### config.mk
export PLATFORM = sky130hd
export DESIGN_NAME = residual_stream_statistics_top
export DESIGN_NICKNAME = d
export VERILOG_FILES = /design/src/sv/rss_pkg.sv /design/src/sv/rss_front.sv /design/src/sv/rss_queue.sv /design/src/sv/rss_back.sv /design/src/sv/residual_stream_statistics_top.sv
export SDC_FILE = /design/constraint.sdc
export NUM_CORES = 2
export LEC_CHECK = 0
export BUFFER_PORTS_ARGS = -buffer_cell sky130_fd_sc_hd__buf_2
export CORE_ASPECT_RATIO = 1.75
export CORE_MARGIN = 5
export CORE_UTILIZATION = 65
export DETAILED_ROUTE_END_ITERATION = 16
export PLACE_DENSITY = 0.86
export SLEW_MARGIN = 15
export SYNTH_ARGS = -nofsm -noshare
export SYNTH_HDL_FRONTEND = slang
export SYNTH_SLANG_ARGS = --single-unit
### constraint.sdc
create_clock -name clk -period 23.7 [get_ports clk]
set_clock_uncertainty 0.1 [all_clocks]
set_input_delay 3.555 -clock clk [delete_from_list [all_inputs] [get_ports clk]]
set_output_delay 3.555 -clock clk [all_outputs]
set_load 0.01 [all_outputs]
### src/sv/rss_pkg.sv
// shared types and constants for the residual stream statistics block
package rss_pkg;

  localparam int SAMPLE_W   = 24;
  localparam int SUM_W      = 40;
  localparam int SQ_W       = 63;
  localparam int CNT_W      = 17;
  localparam int OUT_W      = 24;
  localparam int MAX_ITEMS  = 65536;
  localparam int PROD_W     = 2 * SUM_W - 2;
  localparam int ROOT_W     = 64;
  localparam int MUL_STEPS  = SUM_W;
  localparam int ROOT_STEPS = ROOT_W / 2;
  localparam int Q_DEPTH    = 4;
  localparam int Q_AW       = 2;
  localparam int STEP_W     = 7;

  typedef struct packed {
    logic signed [SUM_W-1:0] sum;
    logic [SQ_W-1:0]         sumsq;
    logic [OUT_W-1:0]        peak;
    logic [CNT_W-1:0]        cnt;
    logic                    ovf;
  } snap_t;

  typedef struct packed {
    logic signed [OUT_W-1:0] mean;
    logic [OUT_W-1:0]        rms;
    logic [OUT_W-1:0]        peak;
    logic [OUT_W-1:0]        sd;
    logic [CNT_W-1:0]        cnt;
    logic                    ovf;
  } res_t;

endpackage

### src/sv/rss_front.sv
// front end: sample magnitude stage and running accumulators
module rss_front (
  input  logic                                clk,
  input  logic                                rst_n,
  input  logic                                acc_vld,
  input  logic signed [rss_pkg::SAMPLE_W-1:0] residual,
  input  logic                                last,
  output logic                                snap_push,
  output rss_pkg::snap_t                      snap
);

  logic                            s1_vld_r;
  logic [rss_pkg::SAMPLE_W-1:0]    s1_mag_r;
  logic                            s1_neg_r;
  logic                            s1_last_r;
  logic signed [rss_pkg::SUM_W-1:0] sum_r, sum_nxt;
  logic [rss_pkg::SQ_W-1:0]        sumsq_r, sumsq_nxt;
  logic [rss_pkg::OUT_W-1:0]       peak_r, peak_nxt;
  logic [rss_pkg::CNT_W-1:0]       cnt_r, cnt_nxt;
  logic                            ovf_r, ovf_nxt;
  logic [rss_pkg::SAMPLE_W-1:0]    mag;
  logic [2*rss_pkg::SAMPLE_W-1:0]  sq;
  logic signed [rss_pkg::SUM_W-1:0] mag_ext;
  logic                            sat;

  assign mag     = residual[rss_pkg::SAMPLE_W-1] ? (~residual + 1'b1) : residual;
  assign sq      = s1_mag_r * s1_mag_r;
  assign mag_ext = {{(rss_pkg::SUM_W-rss_pkg::SAMPLE_W){1'b0}}, s1_mag_r};
  assign sat     = (cnt_r >= rss_pkg::CNT_W'(rss_pkg::MAX_ITEMS));

  always_comb begin
    sum_nxt   = sum_r;
    sumsq_nxt = sumsq_r;
    peak_nxt  = peak_r;
    cnt_nxt   = cnt_r;
    ovf_nxt   = ovf_r;
    if (s1_vld_r) begin
      if (sat) begin
        ovf_nxt = 1'b1;
      end else begin
        sum_nxt   = s1_neg_r ? (sum_r - mag_ext) : (sum_r + mag_ext);
        sumsq_nxt = sumsq_r + {{(rss_pkg::SQ_W-2*rss_pkg::SAMPLE_W){1'b0}}, sq};
        if (s1_mag_r > peak_r) peak_nxt = s1_mag_r;
        cnt_nxt   = cnt_r + 1'b1;
      end
    end
  end

  assign snap_push  = s1_vld_r & s1_last_r;
  assign snap.sum   = sum_nxt;
  assign snap.sumsq = sumsq_nxt;
  assign snap.peak  = peak_nxt;
  assign snap.cnt   = cnt_nxt;
  assign snap.ovf   = ovf_nxt;

  always_ff @(posedge clk) begin
    if (!rst_n) begin
      s1_vld_r <= 1'b0;
      sum_r    <= '0;
      sumsq_r  <= '0;
      peak_r   <= '0;
      cnt_r    <= '0;
      ovf_r    <= 1'b0;
    end else begin
      s1_vld_r <= acc_vld;
      if (snap_push) begin
        // set closes, start the next one from zero
        sum_r   <= '0;
        sumsq_r <= '0;
        peak_r  <= '0;
        cnt_r   <= '0;
        ovf_r   <= 1'b0;
      end else begin
        sum_r   <= sum_nxt;
        sumsq_r <= sumsq_nxt;
        peak_r  <= peak_nxt;
        cnt_r   <= cnt_nxt;
        ovf_r   <= ovf_nxt;
      end
    end
  end

  always_ff @(posedge clk) begin
    s1_mag_r  <= mag;
    s1_neg_r  <= residual[rss_pkg::SAMPLE_W-1];
    s1_last_r <= last;
  end

endmodule

### src/sv/rss_queue.sv
// short queue of finished set snapshots between front and back
module rss_queue (
  input  logic                      clk,
  input  logic                      rst_n,
  input  logic                      push,
  input  rss_pkg::snap_t            wdata,
  input  logic                      pop,
  output logic                      vld,
  output rss_pkg::snap_t            rdata,
  output logic [rss_pkg::Q_AW:0]    count
);

  rss_pkg::snap_t              mem [rss_pkg::Q_DEPTH];
  logic [rss_pkg::Q_AW-1:0]    wr_r, rd_r;
  logic [rss_pkg::Q_AW:0]      cnt_r;
  logic                        do_pop;

  assign do_pop = pop & (cnt_r != '0);
  assign vld    = (cnt_r != '0);
  assign rdata  = mem[rd_r];
  assign count  = cnt_r;

  always_ff @(posedge clk) begin
    if (!rst_n) begin
      wr_r  <= '0;
      rd_r  <= '0;
      cnt_r <= '0;
    end else begin
      if (push) wr_r <= wr_r + 1'b1;
      if (do_pop) rd_r <= rd_r + 1'b1;
      cnt_r <= cnt_r + {{rss_pkg::Q_AW{1'b0}}, push} - {{rss_pkg::Q_AW{1'b0}}, do_pop};
    end
  end

  always_ff @(posedge clk) begin
    if (push) mem[wr_r] <= wdata;
  end

endmodule

### src/sv/rss_back.sv
// back end: sequencer with serial multiplier and shared divider and square root
module rss_back (
  input  logic           clk,
  input  logic           rst_n,
  input  logic           snap_vld,
  input  rss_pkg::snap_t snap,
  output logic           snap_pop,
  input  logic           res_pop,
  output logic           res_vld,
  output rss_pkg::res_t  res
);

  typedef enum logic [3:0] {
    ST_IDLE, ST_MUL, ST_DIV_SQ, ST_ROOT_RMS, ST_DIV_SQN, ST_DIV_VAR,
    ST_ROOT_SD, ST_DIV_MEAN, ST_HOLD
  } state_t;

  state_t                        state_r;
  logic [rss_pkg::STEP_W-1:0]    step_r;
  logic                          sneg_r;
  logic [rss_pkg::SUM_W-1:0]     s_r;
  logic [rss_pkg::SQ_W-1:0]      sumsq_r;
  logic [rss_pkg::OUT_W-1:0]     peak_r;
  logic [rss_pkg::CNT_W-1:0]     n_r;
  logic                          ovf_r;
  logic [rss_pkg::SUM_W-1:0]     mpl_r;
  logic [rss_pkg::PROD_W-1:0]    mcand_r, prod_r;
  logic [rss_pkg::PROD_W-1:0]    dq_r;
  logic [rss_pkg::CNT_W-1:0]     rem_r, dvs_r;
  logic [rss_pkg::ROOT_W-1:0]    x_r, rt_r, bit_r;
  logic [rss_pkg::OUT_W-1:0]     rms_r, sd_r, mean_r;
  logic                          res_vld_r;
  rss_pkg::res_t                 res_r;

  logic [rss_pkg::CNT_W:0]       rem_sh;
  logic                          div_ge;
  logic [rss_pkg::CNT_W-1:0]     rem_nxt;
  logic [rss_pkg::PROD_W-1:0]    dq_nxt;
  logic [rss_pkg::ROOT_W-1:0]    rt_sum, x_nxt, rt_nxt;
  logic                          rt_ge;
  logic [rss_pkg::SUM_W-1:0]     s_abs;
  logic [rss_pkg::SQ_W-1:0]      num;
  logic [rss_pkg::CNT_W-1:0]     dvs_var;
  logic [rss_pkg::OUT_W-1:0]     q_lo;
  logic                          div_done, root_done;
  logic                          res_load;

  // restoring division, one quotient bit per step
  assign rem_sh  = {rem_r, dq_r[rss_pkg::PROD_W-1]};
  assign div_ge  = (rem_sh >= {1'b0, dvs_r});
  assign rem_nxt = div_ge ? rss_pkg::CNT_W'(rem_sh - {1'b0, dvs_r})
                          : rss_pkg::CNT_W'(rem_sh);
  assign dq_nxt  = {dq_r[rss_pkg::PROD_W-2:0], div_ge};
  assign div_done = (step_r == rss_pkg::STEP_W'(rss_pkg::PROD_W - 1));

  // digit-by-digit floor square root, one result bit per step
  assign rt_sum = rt_r + bit_r;
  assign rt_ge  = (x_r >= rt_sum);
  assign x_nxt  = rt_ge ? (x_r - rt_sum) : x_r;
  assign rt_nxt = rt_ge ? ((rt_r >> 1) + bit_r) : (rt_r >> 1);
  assign root_done = (step_r == rss_pkg::STEP_W'(rss_pkg::ROOT_STEPS - 1));

  assign s_abs   = snap.sum[rss_pkg::SUM_W-1] ? rss_pkg::SUM_W'(-snap.sum)
                                              : rss_pkg::SUM_W'(snap.sum);
  assign num     = (sumsq_r > dq_nxt[rss_pkg::SQ_W-1:0])
                   ? (sumsq_r - dq_nxt[rss_pkg::SQ_W-1:0]) : '0;
  assign dvs_var = (n_r > rss_pkg::CNT_W'(1)) ? (n_r - 1'b1) : rss_pkg::CNT_W'(1);
  assign q_lo    = dq_nxt[rss_pkg::OUT_W-1:0];

  // a finished set moves to the output once the previous beat is gone
  assign res_load = (state_r == ST_HOLD) & (~res_vld_r | res_pop);

  assign snap_pop = (state_r == ST_IDLE) & snap_vld;
  assign res_vld  = res_vld_r;
  assign res      = res_r;

  always_ff @(posedge clk) begin
    if (!rst_n) begin
      state_r   <= ST_IDLE;
      res_vld_r <= 1'b0;
      step_r    <= '0;
    end else begin
      res_vld_r <= res_load | (res_vld_r & ~res_pop);
      case (state_r)
        ST_IDLE: begin
          if (snap_vld) begin
            sneg_r  <= snap.sum[rss_pkg::SUM_W-1];
            s_r     <= s_abs;
            sumsq_r <= snap.sumsq;
            peak_r  <= snap.peak;
            n_r     <= snap.cnt;
            ovf_r   <= snap.ovf;
            mpl_r   <= s_abs;
            mcand_r <= rss_pkg::PROD_W'(s_abs);
            prod_r  <= '0;
            step_r  <= '0;
            state_r <= ST_MUL;
          end
        end
        ST_MUL: begin
          if (mpl_r[0]) prod_r <= prod_r + mcand_r;
          mpl_r   <= mpl_r >> 1;
          mcand_r <= mcand_r << 1;
          if (step_r == rss_pkg::STEP_W'(rss_pkg::MUL_STEPS - 1)) begin
            dq_r    <= rss_pkg::PROD_W'(sumsq_r);
            rem_r   <= '0;
            dvs_r   <= n_r;
            step_r  <= '0;
            state_r <= ST_DIV_SQ;
          end else begin
            step_r  <= step_r + 1'b1;
          end
        end
        ST_DIV_SQ, ST_DIV_SQN, ST_DIV_VAR, ST_DIV_MEAN: begin
          if (div_done) begin
            step_r <= '0;
            case (state_r)
              ST_DIV_SQ: begin
                x_r     <= rss_pkg::ROOT_W'(dq_nxt);
                rt_r    <= '0;
                bit_r   <= rss_pkg::ROOT_W'(1) << (rss_pkg::ROOT_W - 2);
                state_r <= ST_ROOT_RMS;
              end
              ST_DIV_SQN: begin
                // floor(sum^2/n) never exceeds the sum of squares; clamp anyway
                dq_r    <= rss_pkg::PROD_W'(num);
                rem_r   <= '0;
                dvs_r   <= dvs_var;
                state_r <= ST_DIV_VAR;
              end
              ST_DIV_VAR: begin
                x_r     <= rss_pkg::ROOT_W'(dq_nxt);
                rt_r    <= '0;
                bit_r   <= rss_pkg::ROOT_W'(1) << (rss_pkg::ROOT_W - 2);
                state_r <= ST_ROOT_SD;
              end
              default: begin
                mean_r  <= sneg_r ? (~q_lo + 1'b1) : q_lo;
                state_r <= ST_HOLD;
              end
            endcase
          end else begin
            dq_r   <= dq_nxt;
            rem_r  <= rem_nxt;
            step_r <= step_r + 1'b1;
          end
        end
        ST_ROOT_RMS, ST_ROOT_SD: begin
          if (root_done) begin
            step_r <= '0;
            dq_r   <= (state_r == ST_ROOT_RMS) ? prod_r : rss_pkg::PROD_W'(s_r);
            rem_r  <= '0;
            dvs_r  <= n_r;
            if (state_r == ST_ROOT_RMS) begin
              rms_r   <= rt_nxt[rss_pkg::OUT_W-1:0];
              state_r <= ST_DIV_SQN;
            end else begin
              sd_r    <= rt_nxt[rss_pkg::OUT_W-1:0];
              state_r <= ST_DIV_MEAN;
            end
          end else begin
            x_r    <= x_nxt;
            rt_r   <= rt_nxt;
            bit_r  <= bit_r >> 2;
            step_r <= step_r + 1'b1;
          end
        end
        ST_HOLD: begin
          if (res_load) begin
            res_r.mean <= mean_r;
            res_r.rms  <= rms_r;
            res_r.peak <= peak_r;
            res_r.sd   <= sd_r;
            res_r.cnt  <= n_r;
            res_r.ovf  <= ovf_r;
            state_r    <= ST_IDLE;
          end
        end
        default: state_r <= ST_IDLE;
      endcase
    end
  end

endmodule

### src/sv/residual_stream_statistics_top.sv
// top level of the residual stream statistics block
//
//   channel   beat ports                        handshake
//   input     in_residual, in_last              push / full
//   result    out_mean .. out_overflowed        empty / pop
//
// samples are taken one per cycle while full is low; a set's accumulation takes no extra time
// each closed set then runs through the back end one at a time: the multiplier squares
// the sum, and the one-bit-per-step divider and square root give rms, sd and mean
// up to four closed sets wait in the snapshot queue; full rises once three are waiting
// synchronous active-low reset clears the accumulators, queue and sequencer
module residual_stream_statistics_top (
  input  logic                                clk,
  input  logic                                rst_n,
  input  logic                                push,
  output logic                                full,
  input  logic signed [rss_pkg::SAMPLE_W-1:0] in_residual,
  input  logic                                in_last,
  output logic                                empty,
  input  logic                                pop,
  output logic signed [rss_pkg::OUT_W-1:0]    out_mean,
  output logic [rss_pkg::OUT_W-1:0]           out_rms,
  output logic [rss_pkg::OUT_W-1:0]           out_peak_magnitude,
  output logic [rss_pkg::OUT_W-1:0]           out_std_dev,
  output logic [rss_pkg::CNT_W-1:0]           out_sample_count,
  output logic                                out_overflowed
);

  logic                      acc_vld;
  logic                      snap_push, snap_vld, snap_pop, res_vld;
  rss_pkg::snap_t            snap_in, snap_out;
  rss_pkg::res_t             res;
  logic [rss_pkg::Q_AW:0]    q_count;

  // one slot stays free for a set still in the sample stage
  assign full    = (q_count >= (rss_pkg::Q_AW+1)'(rss_pkg::Q_DEPTH - 1));
  assign acc_vld = push & ~full;

  rss_front u_front (
    .clk       (clk),
    .rst_n     (rst_n),
    .acc_vld   (acc_vld),
    .residual  (in_residual),
    .last      (in_last),
    .snap_push (snap_push),
    .snap      (snap_in)
  );

  rss_queue u_queue (
    .clk   (clk),
    .rst_n (rst_n),
    .push  (snap_push),
    .wdata (snap_in),
    .pop   (snap_pop),
    .vld   (snap_vld),
    .rdata (snap_out),
    .count (q_count)
  );

  rss_back u_back (
    .clk      (clk),
    .rst_n    (rst_n),
    .snap_vld (snap_vld),
    .snap     (snap_out),
    .snap_pop (snap_pop),
    .res_pop  (pop),
    .res_vld  (res_vld),
    .res      (res)
  );

  assign empty              = ~res_vld;
  assign out_mean           = res.mean;
  assign out_rms            = res.rms;
  assign out_peak_magnitude = res.peak;
  assign out_std_dev        = res.sd;
  assign out_sample_count   = res.cnt;
  assign out_overflowed     = res.ovf;

  a_no_q_overflow: assert property (@(posedge clk) disable iff (!rst_n)
    snap_push |-> (q_count != (rss_pkg::Q_AW+1)'(rss_pkg::Q_DEPTH)))
    else $error("snapshot queue overflow");

  a_count_nonzero: assert property (@(posedge clk) disable iff (!rst_n)
    !empty |-> (out_sample_count != '0))
    else $error("result with zero samples");

  a_ovf_saturated: assert property (@(posedge clk) disable iff (!rst_n)
    (!empty && out_overflowed) |->
      (out_sample_count == rss_pkg::CNT_W'(rss_pkg::MAX_ITEMS)))
    else $error("overflow flagged below saturation");

  a_peak_bound: assert property (@(posedge clk) disable iff (!rst_n)
    !empty |-> (out_rms <= out_peak_magnitude))
    else $error("rms above peak magnitude");

endmodule

==> impl_metrics.ini <==
[clocking]
tritoncts_buffers = 141
number_of_buffers_inserted_by_post_cts_setup_repair = 0
clock-root-buffer = clkbuf_16
cts.sinks = 1573
worstSkewPairLatency_ps = 840
cts.clk_slew.worst_paths_ps = 70
cts_htree_levels = 4
tritoncts_clock_tree = built
ctsLongestPathBuffers = 3
cts.repair.resized = 0
hold_buf_count_cts = 0

[die]
start_util = 0.652
die_area_mm2 = 0.162
core.rowCount = 190
die_h_um = 528
num_io_pins = 145
die_span_in_x_um = 306
fp.coreArea_mm2 = 0.153

[sta]
fmax_ghz = 0.105
timing.final.crit_share = 0.401
final.hold.worst_slack_ps = 286
relSlewSlack = 0.189
finalSetupViolCount = 0
clock_period_minus_final_worst_setup_slack_ps = 9490
hold_viol = 0
max_slew_violation_total_from_the_final_report = 0
rsz0062_at_grt = false
tightestPinTransition_ps = 1210
final.setup.tns_ps = 0

[synthesis]
synth_cell_type_count = 94
synthCells = 9123
syn_area_per_cell_um2 = 10.9
netlist_area_mm2 = 0.0997
synth_edf_count = 1380
ys_ff_latch = 1573
postSynthNetCount = 10186
synth-async-reset-ratio = 0
ys.flop_type = edfxtp_1
synth-warning-count = 0
synth.yosys.seq_area_share = 0.455

[outcome]
run_status = finished clean

[worst_hold_path]
hold_path_class = flop to flop
min_delay_path_depth = 0

[drt]
dr_total_vias = 72531
drcViolationCount = 0
vias_per_cell = 6.47
number_of_iterations_in_the_first_detailed_routing_pass = 8
antenna_violating_nets_post_route = 0
routed_wire_length_per_instance_um = 25.1
routed_wl_um = 282000
detailed_router_s_first_iteration_violation_count = 6822

[critical_path]
arrival_ps = 10150
worst-setup-path-type = flop to flop
register_to_register_path_depth = 24
timing.reg2reg.setup_slack_ps = 14210
worstPathRequired_ps = 24360
startpoint_type = flop
worstPathMaxFanout = 22
timing.critical_path.to_type = flop

[cells_and_area]
drive_gt1_frac = 0.0775
areaGrowthSynthToFinish_pct = 7.36
final-instance-count-excl-fill = 11218
layout.cell_area.non_filler_mm2 = 0.107
nNetsFinal = 10144

[global_routing]
globalRouteMet1Util = 0.368
grt.total_usage = 0.345
global_route.usage.met3 = 0.0417
use_met2 = 0.615
global_route_wire_length_before_repair_um = 431000
grt-ovfl-total = 0
largest_net_degree_at_the_start_of_global_routing = 117
grt_antenna_before_repair = 6
global_route.peak_usage_layer = met2
first_global_vias = 75693

[placed_design]
numPortBuffers = 144
place_congestion = 1.02
hpwl_um = 207000
numPlacedInstances = 10954
placement.cell_area_mm2 = 0.102

[job]
timing.max_cap.violations = 0
registers in the layout, indices dropped and copies added (netlist names), 63 cells and up, named ones only:
signal and flops:
u_back.res 114, u_back.x_r 64, u_front.sumsq_r 63, u_back.prod_r 78
u_back.mcand_r 78, u_queue.mem 580, u_back.sumsq_r 63, u_back.dq_r 78
u_back.rt_r 64
Yosys cell counts (31+ instances only):
| cell | count | share of area |
|---|---|---|
| o21ai_0 | 397 | 0.020 |
| mux4_2 | 135 | 0.031 |
| a21oi_1 | 569 | 0.029 |
| xor2_1 | 224 | 0.020 |
| dfxtp_1 | 193 | 0.039 |
| ha_1 | 549 | 0.069 |
| nand4_1 | 143 | 0.0090 |
| nand2b_1 | 90 | 0.0057 |
| clkbuf_1 | 383 | 0.014 |
| mux2i_1 | 33 | 0.0033 |
| nor2_1 | 582 | 0.022 |
| nor3_1 | 97 | 0.0049 |
| nor2b_1 | 59 | 0.0037 |
| and3_1 | 98 | 0.0062 |
| a31oi_1 | 152 | 0.0095 |
| a21o_1 | 235 | 0.018 |
| inv_1 | 917 | 0.035 |
| edfxtp_1 | 1380 | 0.42 |
| xnor2_1 | 299 | 0.026 |
| o31ai_1 | 62 | 0.0047 |
| fa_1 | 485 | 0.097 |
| o21bai_1 | 74 | 0.0056 |
| and2_1 | 281 | 0.018 |
| o21a_1 | 118 | 0.0089 |
| a211oi_1 | 52 | 0.0039 |
| a221oi_1 | 31 | 0.0027 |
| nand3_1 | 131 | 0.0066 |
| nand2_1 | 861 | 0.032 |
| nor4_1 | 34 | 0.0021 |
final cells by class:
| cell class | instances | area [um2] |
|---|---|---|
| inverter | 923 | 3470 |
| clock inverter | 78 | 993 |
| timing repair buffer | 235 | 1430 |
| fill | 10564 | 45900 |
| sequential | 1573 | 45300 |
| tap | 2016 | 2520 |
| antenna | 4 | 10.0 |
| multi-input combinational | 6207 | 49400 |
| clock buffer | 182 | 3810 |
worst max-delay path: stages (launching register included):
cell and delay (ps):
dfxtp_1 1060, clkinv_1 660, nor2_1 340, fa_1 510, ha_1 300, a21oi_1 240
fa_1 480, fa_1 510, inv_1 50, fa_1 460, fa_1 550, inv_1 60
fa_1 540, inv_1 40, ha_1 390, nand2_1 130, nor3_1 310, o2111ai_1 190
a31oi_1 520, o21ai_0 370, a311oi_1 320, o21ai_0 370, a21boi_0 360, xor2_1 370
and2_1 200
metrics by stage:
stage,setup slack (ps),util
2_1_floorplan,4190,-
3_5_place_dp,14450,0.668
3_3_place_gp,14610,0.668
5_1_grt,13800,0.700
6_report,14210,0.700
4_1_cts,14370,0.700
per-layer routing:
metal | share of wire | routed length [um]
met1 | 0.33 | 91900
met2 | 0.51 | 144000
met3 | 0.062 | 17400
met4 | 0.10 | 28100
met5 | 0.00012 | 33
layout by cell type, fill, tap and decap left out, types with 20 or more instances in the layout:
cell / n
clkbuf_16: 143
and4_1: 24
clkbuf_1: 30
a31oi_1: 152
mux4_2: 135
nand3_1: 131
dfxtp_1: 190
a221oi_1: 31
mux2i_1: 33
ha_1: 549
o21ai_0: 397
inv_1: 916
fa_1: 485
and2_1: 280
nand2_1: 858
nor4_1: 34
a21o_1: 235
nor2_1: 575
a21oi_1: 568
a21boi_0: 24
xnor2_1: 299
buf_4: 89
nand4_1: 143
clkinv_2: 20
buf_2: 144
a211oi_1: 52
o211ai_1: 26
or3_1: 29
o21a_1: 117
or2_2: 28
and3_1: 93
edfxtp_1: 1380
o31ai_1: 62
xor2_1: 224
o21bai_1: 74
nand2b_1: 89
nor3_1: 95
nor2b_1: 57
logic make-up after synthesis:
| logic type | Yosys count | share of synthesized area |
|---|---|---|
| simple gates | 2519 | 0.121 |
| xor+xnor | 523 | 0.0460 |
| compound gates | 1937 | 0.123 |
| buf+inv | 1343 | 0.0509 |
| fa+ha+maj | 1034 | 0.166 |
| mux | 194 | 0.0381 |
| flops | 1573 | 0.455 |
worst paths after layout:
check                      start                  end
max          u_front.s1_mag_r[8]  u_front.sumsq_r[59]
min             u_back.rms_r[17]       u_back.res[83]
max reg2reg  u_front.s1_mag_r[8]  u_front.sumsq_r[59]
min reg2reg     u_back.rms_r[17]       u_back.res[83]
Power is left out: the tool's default activity adds up to more than one toggle a clock period on the data nets, which glitch-free logic cannot reach.
